$ cat src/sv/assert_macros.svh
// assertion macros shared by the keyer rtl
`ifndef ASSERT_MACROS_SVH
`define ASSERT_MACROS_SVH

`ifndef NO_ASSERTIONS

// immediate-cycle property with synchronous reset disable
`define MLK_ASSERT(lbl, clk, rst, prop, msg) \
   lbl: assert property (@(posedge clk) disable iff (rst) (prop)) else $error(msg);

// property checked at every edge, reset included
`define MLK_ASSERT_ALWAYS(lbl, clk, prop, msg) \
   lbl: assert property (@(posedge clk) (prop)) else $error(msg);

`else

`define MLK_ASSERT(lbl, clk, rst, prop, msg)
`define MLK_ASSERT_ALWAYS(lbl, clk, prop, msg)

`endif

`endif

$ cat src/sv/mlk_pkg.sv
// types, constants and the letter table of the morse letter keyer
package mlk_pkg;

   localparam int unsigned TICK_W  = 11;
   localparam int unsigned CHAR_W  = 8;
   localparam int unsigned CSR_IDX_W = 2;

   localparam logic [TICK_W-1:0] DOT_TICKS_RESET   = 11'd400;
   localparam logic [TICK_W-1:0] DASH_TICKS_RESET  = 11'd1100;
   localparam logic [TICK_W-1:0] PAUSE_TICKS_RESET = 11'd2000;

   localparam logic [CSR_IDX_W-1:0] CSR_DOT_TICKS   = 2'd0;
   localparam logic [CSR_IDX_W-1:0] CSR_DASH_TICKS  = 2'd1;
   localparam logic [CSR_IDX_W-1:0] CSR_PAUSE_TICKS = 2'd2;

   localparam logic CMD_TICK = 1'b0;
   localparam logic CMD_CHAR = 1'b1;

   localparam logic [CHAR_W-1:0] CHAR_LOW  = 8'h61; // 'a'
   localparam logic [CHAR_W-1:0] CHAR_HIGH = 8'h7A; // 'z'

   typedef struct packed {
      logic              cmd;
      logic [CHAR_W-1:0] char_code;
   } req_type;

   typedef struct packed {
      logic led_on;
      logic busy_res;
      logic char_taken;
   } rsp_type;

   typedef struct packed {
      logic [TICK_W-1:0] dot_ticks;
      logic [TICK_W-1:0] dash_ticks;
      logic [TICK_W-1:0] pause_ticks;
   } cfg_type;

   // length in [6:4], elements in [3:0], bit 0 sent first, 1 = dash
   function automatic logic [7:0] morse_entry(input logic [4:0] letter);
      logic [7:0] e;
      case (letter)
         5'd0:    e = 8'h22;
         5'd1:    e = 8'h41;
         5'd2:    e = 8'h45;
         5'd3:    e = 8'h31;
         5'd4:    e = 8'h10;
         5'd5:    e = 8'h44;
         5'd6:    e = 8'h33;
         5'd7:    e = 8'h40;
         5'd8:    e = 8'h20;
         5'd9:    e = 8'h4E;
         5'd10:   e = 8'h35;
         5'd11:   e = 8'h42;
         5'd12:   e = 8'h23;
         5'd13:   e = 8'h21;
         5'd14:   e = 8'h37;
         5'd15:   e = 8'h46;
         5'd16:   e = 8'h4B;
         5'd17:   e = 8'h32;
         5'd18:   e = 8'h30;
         5'd19:   e = 8'h11;
         5'd20:   e = 8'h34;
         5'd21:   e = 8'h48;
         5'd22:   e = 8'h36;
         5'd23:   e = 8'h49;
         5'd24:   e = 8'h4D;
         5'd25:   e = 8'h43;
         default: e = 8'h00;
      endcase
      return e;
   endfunction

endpackage

$ cat src/sv/mlk_csr.sv
// timing registers of the keyer, written through the plain csr port
module mlk_csr (
   input  logic                            clock,
   input  logic                            reset,
   input  logic                            csr_wr_en,
   input  logic [mlk_pkg::CSR_IDX_W-1:0]   csr_index,
   input  logic [mlk_pkg::TICK_W-1:0]      csr_wdata,
   output mlk_pkg::cfg_type                cfg
);

   mlk_pkg::cfg_type cfg_ff;

   always_ff @(posedge clock) begin
      if (reset) begin
         cfg_ff.dot_ticks   <= mlk_pkg::DOT_TICKS_RESET;
         cfg_ff.dash_ticks  <= mlk_pkg::DASH_TICKS_RESET;
         cfg_ff.pause_ticks <= mlk_pkg::PAUSE_TICKS_RESET;
      end else if (csr_wr_en) begin
         case (csr_index)
            mlk_pkg::CSR_DOT_TICKS:   cfg_ff.dot_ticks   <= csr_wdata;
            mlk_pkg::CSR_DASH_TICKS:  cfg_ff.dash_ticks  <= csr_wdata;
            mlk_pkg::CSR_PAUSE_TICKS: cfg_ff.pause_ticks <= csr_wdata;
            default: ; // unmapped index, ignored
         endcase
      end
   end

   assign cfg = cfg_ff;

endmodule

$ cat src/sv/mlk_core.sv
// input register, keyer state update and result register
`include "assert_macros.svh"

module mlk_core #(
   parameter int unsigned MAX_ELEMENTS = 4
) (
   input  logic             clock,
   input  logic             reset,
   input  mlk_pkg::cfg_type cfg,
   input  logic             req_valid,
   output logic             req_stall,
   input  mlk_pkg::req_type req_data,
   output logic             rsp_valid,
   input  logic             rsp_stall,
   output mlk_pkg::rsp_type rsp_data
);

   typedef enum logic [1:0] {
      PH_IDLE  = 2'd0,
      PH_OFF   = 2'd1,
      PH_ON    = 2'd2,
      PH_PAUSE = 2'd3
   } phase_type;

   logic                        in_valid_ff;
   mlk_pkg::req_type            in_data_ff;
   logic                        out_valid_ff;
   mlk_pkg::rsp_type            out_data_ff;

   phase_type                   phase_ff,        phase_in;
   logic [MAX_ELEMENTS-1:0]     element_bits_ff, element_bits_in;
   logic [2:0]                  elements_left_ff, elements_left_in;
   logic [mlk_pkg::TICK_W-1:0]  tick_count_ff,   tick_count_in;
   logic                        led_ff,          led_in;
   logic                        taken_in;

   logic                        advance;
   logic                        req_accept;
   logic                        rsp_accept;
   logic [mlk_pkg::TICK_W-1:0]  tick_inc;
   logic [mlk_pkg::TICK_W-1:0]  duration;
   logic [7:0]                  entry;
   logic [2:0]                  left_dec;

   assign advance    = in_valid_ff && (!out_valid_ff || !rsp_stall);
   assign req_stall  = in_valid_ff && !advance;
   assign req_accept = req_valid && !req_stall;
   assign rsp_accept = out_valid_ff && !rsp_stall;

   assign tick_inc = tick_count_ff + mlk_pkg::TICK_W'(1);
   assign entry    = mlk_pkg::morse_entry(5'(in_data_ff.char_code - mlk_pkg::CHAR_LOW));
   assign left_dec = (elements_left_ff != 3'd0) ? elements_left_ff - 3'd1 : 3'd0;

   always_comb begin
      if (phase_ff == PH_PAUSE) begin
         duration = cfg.pause_ticks;
      end else if (element_bits_ff[0]) begin
         duration = cfg.dash_ticks;
      end else begin
         duration = cfg.dot_ticks;
      end
   end

   always_comb begin
      phase_in         = phase_ff;
      element_bits_in  = element_bits_ff;
      elements_left_in = elements_left_ff;
      tick_count_in    = tick_count_ff;
      led_in           = led_ff;
      taken_in         = 1'b0;
      if (in_data_ff.cmd == mlk_pkg::CMD_CHAR) begin
         if (phase_ff == PH_IDLE) begin
            taken_in      = 1'b1;
            tick_count_in = '0;
            if (in_data_ff.char_code inside {[mlk_pkg::CHAR_LOW:mlk_pkg::CHAR_HIGH]}) begin
               element_bits_in  = MAX_ELEMENTS'(entry[3:0]);
               elements_left_in = entry[6:4];
               phase_in         = PH_OFF;
            end else begin
               element_bits_in  = '0;
               elements_left_in = 3'd0;
               phase_in         = PH_PAUSE;
            end
         end
      end else if (phase_ff != PH_IDLE) begin
         if (tick_inc < duration) begin
            tick_count_in = tick_inc;
         end else begin
            tick_count_in = '0;
            case (phase_ff)
               PH_OFF: begin
                  led_in   = 1'b1;
                  phase_in = PH_ON;
               end
               PH_ON: begin
                  led_in           = 1'b0;
                  element_bits_in  = element_bits_ff >> 1;
                  elements_left_in = left_dec;
                  phase_in         = (left_dec == 3'd0) ? PH_PAUSE : PH_OFF;
               end
               default: phase_in = PH_IDLE;
            endcase
         end
      end
   end

   always_ff @(posedge clock) begin
      if (reset) begin
         in_valid_ff      <= 1'b0;
         out_valid_ff     <= 1'b0;
         phase_ff         <= PH_IDLE;
         element_bits_ff  <= '0;
         elements_left_ff <= 3'd0;
         tick_count_ff    <= '0;
         led_ff           <= 1'b0;
      end else begin
         if (req_accept) begin
            in_valid_ff <= 1'b1;
            in_data_ff  <= req_data;
         end else if (advance) begin
            in_valid_ff <= 1'b0;
         end
         if (advance) begin
            out_valid_ff           <= 1'b1;
            out_data_ff.led_on     <= led_in;
            out_data_ff.busy_res   <= (phase_in != PH_IDLE);
            out_data_ff.char_taken <= taken_in;
            phase_ff               <= phase_in;
            element_bits_ff        <= element_bits_in;
            elements_left_ff       <= elements_left_in;
            tick_count_ff          <= tick_count_in;
            led_ff                 <= led_in;
         end else if (rsp_accept) begin
            out_valid_ff <= 1'b0;
         end
      end
   end

   assign rsp_valid = out_valid_ff;
   assign rsp_data  = out_data_ff;

   `MLK_ASSERT(a_led_needs_busy, clock, reset, out_valid_ff && out_data_ff.led_on |-> out_data_ff.busy_res, "led lit while keyer reports idle")
   `MLK_ASSERT(a_taken_busy, clock, reset, out_valid_ff && out_data_ff.char_taken |-> out_data_ff.busy_res, "accepted character left keyer idle")
   `MLK_ASSERT(a_idle_clean, clock, reset, phase_ff == PH_IDLE |-> tick_count_ff == '0 && !led_ff, "idle with running timer or lit led")
   `MLK_ASSERT(a_stall_full, clock, reset, req_stall |-> in_valid_ff && out_valid_ff, "stall raised with room in the pipeline")

endmodule

$ cat src/sv/morse_letter_keyer.sv
// top level of the morse letter keyer
//
// morse letter keyer: each req_ transaction is either a one millisecond tick
// (cmd 0) or a received character (cmd 1), and each one gives exactly one
// rsp_ transaction reporting the led level, whether a letter or pause is still
// sending, and whether the character was taken. a lower-case letter a..z is
// keyed as its morse elements, each an off half then an on half of dot_ticks
// or dash_ticks, followed by pause_ticks of silence; any other byte keys only
// the pause, and a character arriving while busy is dropped. the block takes
// one transaction per clock while the result side keeps up: it is held in an
// input register, the keyer state is updated by one short pass of logic, and
// the result lands in an output register. timing registers are written at the
// csr_ port and take effect at once, also in the middle of a letter; write
// them only while no transaction is in flight.
module morse_letter_keyer #(
   // longest letter this build can hold, sets the element shift register
   parameter int unsigned MAX_ELEMENTS = 4
) (
   input  logic                          clock,
   input  logic                          reset,
   // tick / character transactions in
   input  logic                          req_valid,
   output logic                          req_stall,
   input  mlk_pkg::req_type              req_data,
   // one result transaction per request
   output logic                          rsp_valid,
   input  logic                          rsp_stall,
   output mlk_pkg::rsp_type              rsp_data,
   // timing register writes
   input  logic                          csr_wr_en,
   input  logic [mlk_pkg::CSR_IDX_W-1:0] csr_index,
   input  logic [mlk_pkg::TICK_W-1:0]    csr_wdata
);

   // current dot, dash and pause lengths
   mlk_pkg::cfg_type cfg;

   mlk_csr u_csr (
      .clock     (clock),
      .reset     (reset),
      .csr_wr_en (csr_wr_en),
      .csr_index (csr_index),
      .csr_wdata (csr_wdata),
      .cfg       (cfg)
   );

   // the keyer proper: input register, state, output register
   mlk_core #(
      .MAX_ELEMENTS (MAX_ELEMENTS)
   ) u_core (
      .clock     (clock),
      .reset     (reset),
      .cfg       (cfg),
      .req_valid (req_valid),
      .req_stall (req_stall),
      .req_data  (req_data),
      .rsp_valid (rsp_valid),
      .rsp_stall (rsp_stall),
      .rsp_data  (rsp_data)
   );

endmodule

$ cat config.mk
export PLATFORM = sky130hd
export DESIGN_NAME = morse_letter_keyer
export DESIGN_NICKNAME = d
export VERILOG_FILES = /design/src/sv/mlk_pkg.sv /design/src/sv/mlk_csr.sv /design/src/sv/mlk_core.sv /design/src/sv/morse_letter_keyer.sv
export VERILOG_INCLUDE_DIRS = /design/src /design/src/sv
export SDC_FILE = /design/constraint.sdc
export NUM_CORES = 1
export LEC_CHECK = 0
export BUFFER_PORTS_ARGS = -buffer_cell sky130_fd_sc_hd__buf_2
export CORE_ASPECT_RATIO = 0.8
export CORE_MARGIN = 3
export CORE_UTILIZATION = 50
export DETAILED_ROUTE_END_ITERATION = 12
export PLACE_DENSITY = 0.69
export SLEW_MARGIN = 40
export SYNTH_ARGS = -nofsm -noshare
export SYNTH_HDL_FRONTEND = slang
export SYNTH_SLANG_ARGS = --single-unit
export TNS_END_PERCENT = 1
$ cat constraint.sdc
create_clock -name clock -period 3.3 [get_ports clock]
set_clock_uncertainty 0.1 [all_clocks]
set_input_delay 0.33 -clock clock [delete_from_list [all_inputs] [get_ports clock]]
set_output_delay 0.33 -clock clock [all_outputs]
set_load 0.005 [all_outputs]
Word level (Yosys, flattened, before mapping):

Memories as Yosys holds them, arrays and structs flattened.
Index checks and enable logic that the tools add are counted.

* input port bits: 27
* memories kept: 1
* memory bits (read-only): 224
* flip-flop bits (word level): 68

* order comparisons: 3
* multiplexer cells: 35
* add/sub/neg operators: 3
* equality and inequality tests: 7
* reductions and logical operators: 27
* bitwise gates (word level): 1

Memory list
* (no name shown): depth 32, width 7, read ports 1, clocked after memory_dff 0, wr ports 0, RTL line mlk_pkg.sv:42 `case (letter)`

Operator list (number)
* $mux W11: 6
* $mux W4: 6
* $mux W3: 7
* $mux W2: 6
* $reduce_bool A2 Y1: 6
* $add A11 B1 Y11 const B: 1
* $lt A11 B11 Y1: 1
* $reduce_and A2 Y1: 5
* $ge A8 B7 Y1 const B: 1
* $le A8 B7 Y1 const B: 1
* $mux W1: 8
* $eq A2 B2 Y1 const B: 3
* $logic_and A1 B1 Y1: 5
* $reduce_and A5 Y1: 1
* $sub A5 B1 Y5 const B: 1
* $eq A2 B1 Y1 const B: 2
* $logic_not A1 Y1: 4
* $logic_not A2 Y1: 2
* $pmux W2 S2: 1
* $logic_not A3 Y1: 1
* $reduce_and A3 Y1: 1
* $reduce_bool A3 Y1: 1
* $sub A3 B1 Y3 const B: 1
* $ne A2 B1 Y1 const B: 1
* other kinds (4): 4

Longest topological paths before layout:

* depth after elaboration: 9
* depth in mapped cells: 13
* gate-level depth less buffers: 12

Modules after synthesis:

A second synthesis with hierarchy kept.

* cells, all modules: 490
* area total of the unflattened synthesis: 4305.4 um^2

Modules (own cells, without submodules)
* mlk_core: area an instance 2929.1 um^2, instances 1, cells each 357
* mlk_csr: area an instance 1376.3 um^2, instances 1, cells each 133

Worst setup path after synthesis:

No wires, ideal clock.

* path type: register to register
* start: reg u_core.tick_count_ff[0] in the netlist's numbering
* end: reg u_core.out_data_ff, in the netlist u_core.rsp_data[2], data pin
* clock period less this slack: 3.297 ns
* arrival: 2.937 ns
* cell stages (with the launch flop): 13
* slack: 0.003 ns
* library setup time: 0.260 ns
* cell sequence: dfxtp_1 -> ha_1 -> nand3_1 -> nor3_1 -> nand3_1 -> xnor2_1 -> ha_1 -> and4_1 -> nand2_1 -> a21o_2 -> a21oi_2 -> and3_1 -> mux2_2

* cells in the longest elaborated chain, start to end: 5

RTL lines
* from (decl): RTL line mlk_core.sv:33 `logic [mlk_pkg::TICK_W-1:0] tick_count_ff, tick_count_in;`
* from (signal assigned): RTL line mlk_core.sv:131 `tick_count_ff <= tick_count_in;`
* $add A11 B1 Y11: RTL line mlk_core.sv:50 `assign tick_inc = tick_count_ff + mlk_pkg::TICK_W'(1);`
* $lt A11 B11 Y1: RTL line mlk_core.sv:86 `if (tick_inc < duration) begin`
* $mux W1: RTL line mlk_core.sv:86
* $mux W1: RTL line mlk_core.sv:85 `end else if (phase_ff != PH_IDLE) begin`
* $mux W1: RTL line mlk_core.sv:71 `if (in_data_ff.cmd == mlk_pkg::CMD_CHAR) begin`
* named net u_core.led_in: RTL line mlk_core.sv:34 `logic led_ff, led_in;`
* to (decl): RTL line mlk_core.sv:28 `mlk_pkg::rsp_type out_data_ff;`

The timed path passes the listed nets, and every way through them passes these cells.
A chain may end at the register's enable or synchronous reset.

Worst setup path after layout:

* start: reg u_core.tick_count_ff[2] in the netlist's numbering
* end: reg u_core.out_data_ff, in the netlist u_core.rsp_data[2], data pin

Same word-level chain as after synthesis.

==> flow_summary.ini <==
[finish]
area_delta_synth_final_pct = 12.1
layout_commonest_cell = nand2_1
final_nets = 605
layout-drive-gt1-share_pct = 16.3
postLayoutCellArea_um2 = 4740
diodes = 0
layout_common_cells = nand2_1, a21oi_1, dfxtp_1, nor2_1, buf_2
fillers = 738
fin_cells = 666

[hold_path]
min_from = req_data[5]
holdPathEnd = u_core.in_data_ff[5]
hp-class = input port to flip-flop
min_path_cells = 1

[clocking]
postCtsHoldBufs = 0
clk_pin_slew_ps = 80
h-tree-depth = 3
clkSinkCount = 68
cts_tree = yes
max-clock-path-buffers = 2
cts_root_buf = clkbuf_8
insertion_delay_ps = 350
cts_made_buffers = 9

[routing]
ant_nets = 0
drtPass1Iterations = 5
via_per_inst = 5.78
finalWirelength_um = 10400
drc = 0
vias = 3849
drtIter0Drc = 293
wl_per_cell_um = 15.5

[pwr]
clockPowerShare_pct = 37.6
p_leak_nw = 1.86
intPower_mw = 1.30
swShare_pct = 29.1
p_sw_uw = 533
p_seq_share_pct = 48.9
p_comb_share_pct = 13.6
p_total_mw = 1.83
peakVddDrop_mv = 0.264
p_per_area_nw_per_um2 = 387

[synth]
yosysWarnings = 0
yosysUniqueCellTypes = 70
ys.flop_type = dfxtp_1
syn_avg_cell_area_um2 = 8.08
synth_edf_count = 12
syn_nets = 575
synth.cell_area_um2 = 4230
yosysSeqAreaShare_pct = 35.1
synthArstFlopShare_pct = 0
syn-instance-count = 523
synth-seq-cells = 68

[floorplanning]
die_x_um = 109
core_area_um2 = 8060
initial_core_util_pct = 52.5
rows = 29
io_pins = 32
die_h_um = 88.2
die-area_um2 = 9600

[setup_path]
cp-end-kind = flip-flop
crit_type = flip-flop to flip-flop
r2r-start = u_core.tick_count_ff[2]
worstPathArrival_ps = 3090
cp_slowest_stage_delay_ps = 450
critical_path_peak_fanout = 6
crit_path_frequent_cell = nand3_1
crit_path_cell_trace = nand3_1 > nor3_1 > nand3_1 > xnor2_1 > ha_1 > and4_1 > nand2_1 > a21o_2 > a21oi_4 > and3_1 > mux2_2
reg2reg_setup_slack_ps = 210
critPathTopFamily = simple AND/OR/NAND/NOR gates
timing.critical_path.buf_inv = 0
worstPathRequired_ps = 3310
r2r_end = u_core.rsp_data[2]
r2r_cells = 11
cp-start-kind = flip-flop
cp_slowest_cell = dfxtp_1

[placed_design]
port_buffers = 31
hpwl_um = 7450
pre_cts_ws_ps = 5.11
numPlacedInstances = 648
place.gp.congestion = 0.923
dpl_cell_area_um2 = 4500

[timing]
finalSetupViolations = 0
fmaxAchievable_ghz = 0.324
drv_slew = 0
worstMarginPinSlew_ps = 764
timing.final.crit_share_pct = 93.5
hold_violations = 0
period_needed_ps = 3090
layout_setup_ws_ps = 214
slew_headroom_pct = 49.0

[global_route]
grt_max_degree = 45
grt.total_usage_pct = 22.3
grt_pass1_wl_um = 16800
antenna_found_initial = 0
grt_overflow = 0
grt_pass1_vias = 3409

[run]
drv_cap = 0

[run_status]
status = complete, no violations
[worst max path at each step]
| stage | startpoint | end | slack, ps | depth (start not counted) |
|---|---|---|---|---|
| final | u_core.tick_count_ff[2] | u_core.rsp_data[2] | 210 | 11 |
| after global routing | u_core.tick_count_ff[0] | u_core.phase_ff[1] | -8 | 12 |
| after CTS | u_core.tick_count_ff[1] | u_core.rsp_data[2] | 80 | 12 |
| after detailed placement | u_core.phase_ff[1] | u_core.rsp_data[2] | 5 | 9 |
| after global placement | u_core.phase_ff[1] | u_core.rsp_data[2] | 120 | 9 |
| after floorplan | u_core.tick_count_ff[0] | u_core.rsp_data[2] | 3 | 12 |
[area by class of cell]
type                            instances  area (µm²)  area share, %
Clock buffer                           10         149           3.14
Clock inverter                          6        50.0           1.06
Inverter                               14        57.6           1.21
Multi-Input combinational cell        411        2570           54.3
Sequential cell                        68        1480           31.3
Tap cell                              108         135           2.85
Timing Repair Buffer                   49         290           6.13
[timing repair]
action,in CTS,in global routing
buffers inserted,0,2
gates resized for setup,1,4
setup endpoints to repair,2,21
pin swaps,0,1
[cell usage after synthesis (all sizes together) (2+ instances only)]
| master | n | area share, % |
|---|---|---|
| nor3b | 6 | 1.1 |
| a21oi | 68 | 8.3 |
| nor3 | 7 | 0.95 |
| nand3 | 19 | 2.3 |
| a31oi | 5 | 0.74 |
| nand2 | 96 | 8.5 |
| xor2 | 5 | 1.0 |
| buf | 11 | 1.5 |
| nor2b | 3 | 0.44 |
| a2bb2oi | 2 | 0.41 |
| a211oi | 4 | 0.71 |
| a2111oi | 3 | 0.92 |
| a221oi | 2 | 0.41 |
| edfxtp | 12 | 8.5 |
| o31ai | 2 | 0.36 |
| nand3b | 15 | 2.7 |
| o21ai | 24 | 2.9 |
| nor2 | 37 | 3.3 |
| mux2 | 3 | 0.89 |
| ha | 25 | 7.4 |
| a311oi | 4 | 0.98 |
| mux2i | 15 | 3.6 |
| nor4 | 3 | 0.44 |
| or2 | 2 | 0.30 |
| and2 | 2 | 0.30 |
| inv | 13 | 1.2 |
| and3 | 4 | 0.59 |
| xnor2 | 8 | 1.8 |
| nand4 | 2 | 0.44 |
| clkbuf | 19 | 1.7 |
| a21o | 6 | 1.1 |
| a22oi | 2 | 0.36 |
| or3 | 3 | 0.44 |
| o211ai | 2 | 0.36 |
| nand2b | 11 | 1.7 |
| dfxtp | 56 | 27 |
| and4 | 2 | 0.41 |
[worst register-to-register path: cells and delay by family, from the launching register on]
family                     cells  cell delay, ps
DFF                            1             450
xor gates and xnor gates       1             170
and+or+nand+nor                6            1040
AOI/OAI and AO/OA              2             440
adders and majority gates      1             310
muxes                          1             330
[power groups by stage]
| stage | Clock, mW | Sequential (mW) | Combinational [mW] |
|---|---|---|---|
| 4_1_cts | 0.706 | 0.895 | 0.244 |
| 3_5_place_dp | 0 | 0.914 | 0.243 |
| 2_1_floorplan | 0 | 0.905 | 0.177 |
| 3_3_place_gp | 0 | 0.913 | 0.237 |
| 6_report | 0.689 | 0.896 | 0.249 |
| 5_1_grt | 0.739 | 0.899 | 0.278 |
[cell families after synthesis]
logic type,Yosys count,share of synthesized area [%]
AO/OA/AOI/OAI,139,20.7
XOR/XNOR,13,2.87
adder cells (fa/ha/maj),25,7.40
buffers and inverters,44,4.59
flip-flops,68,35.1
multiplexers,19,4.97
AND/OR/NAND/NOR,215,24.4
[routing by layer]
| metal | part of all wire (%) | track usage, % | vias to the layer above |
|---|---|---|---|
| li1 | - | - | 1916 |
| met1 | 51 | 35.3 | 1772 |
| met2 | 40 | 30.5 | 153 |
| met3 | 8.5 | 5.25 | 8 |
| met4 | 0.78 | 4.47 | 0 |
| met5 | 0 | 0 | - |
[sequential cells by signal (all words and copies together), names as in the netlist]
| name | count |
|---|---|
| u_core.element_bits_ff | 4 |
| u_core.elements_left_ff | 3 |
| u_core.in_data_ff | 9 |
| u_core.in_valid_ff | 1 |
| u_core.led_ff | 1 |
| u_core.phase_ff | 2 |
| u_core.rsp_data | 3 |
| u_core.rsp_valid | 1 |
| u_core.tick_count_ff | 11 |
| u_csr.cfg | 33 |
[metrics by stage]
stage,hold WS [ps],util (%),TNS (ps)
2_1_floorplan,329,-,0
3_3_place_gp,341,55.9,0
3_5_place_dp,347,55.9,0
4_1_cts,36.9,58.4,0
5_1_grt,35.4,58.8,-15.5
6_report,50.3,58.8,0
No activity file was read; power rests on OpenSTA's default activity.
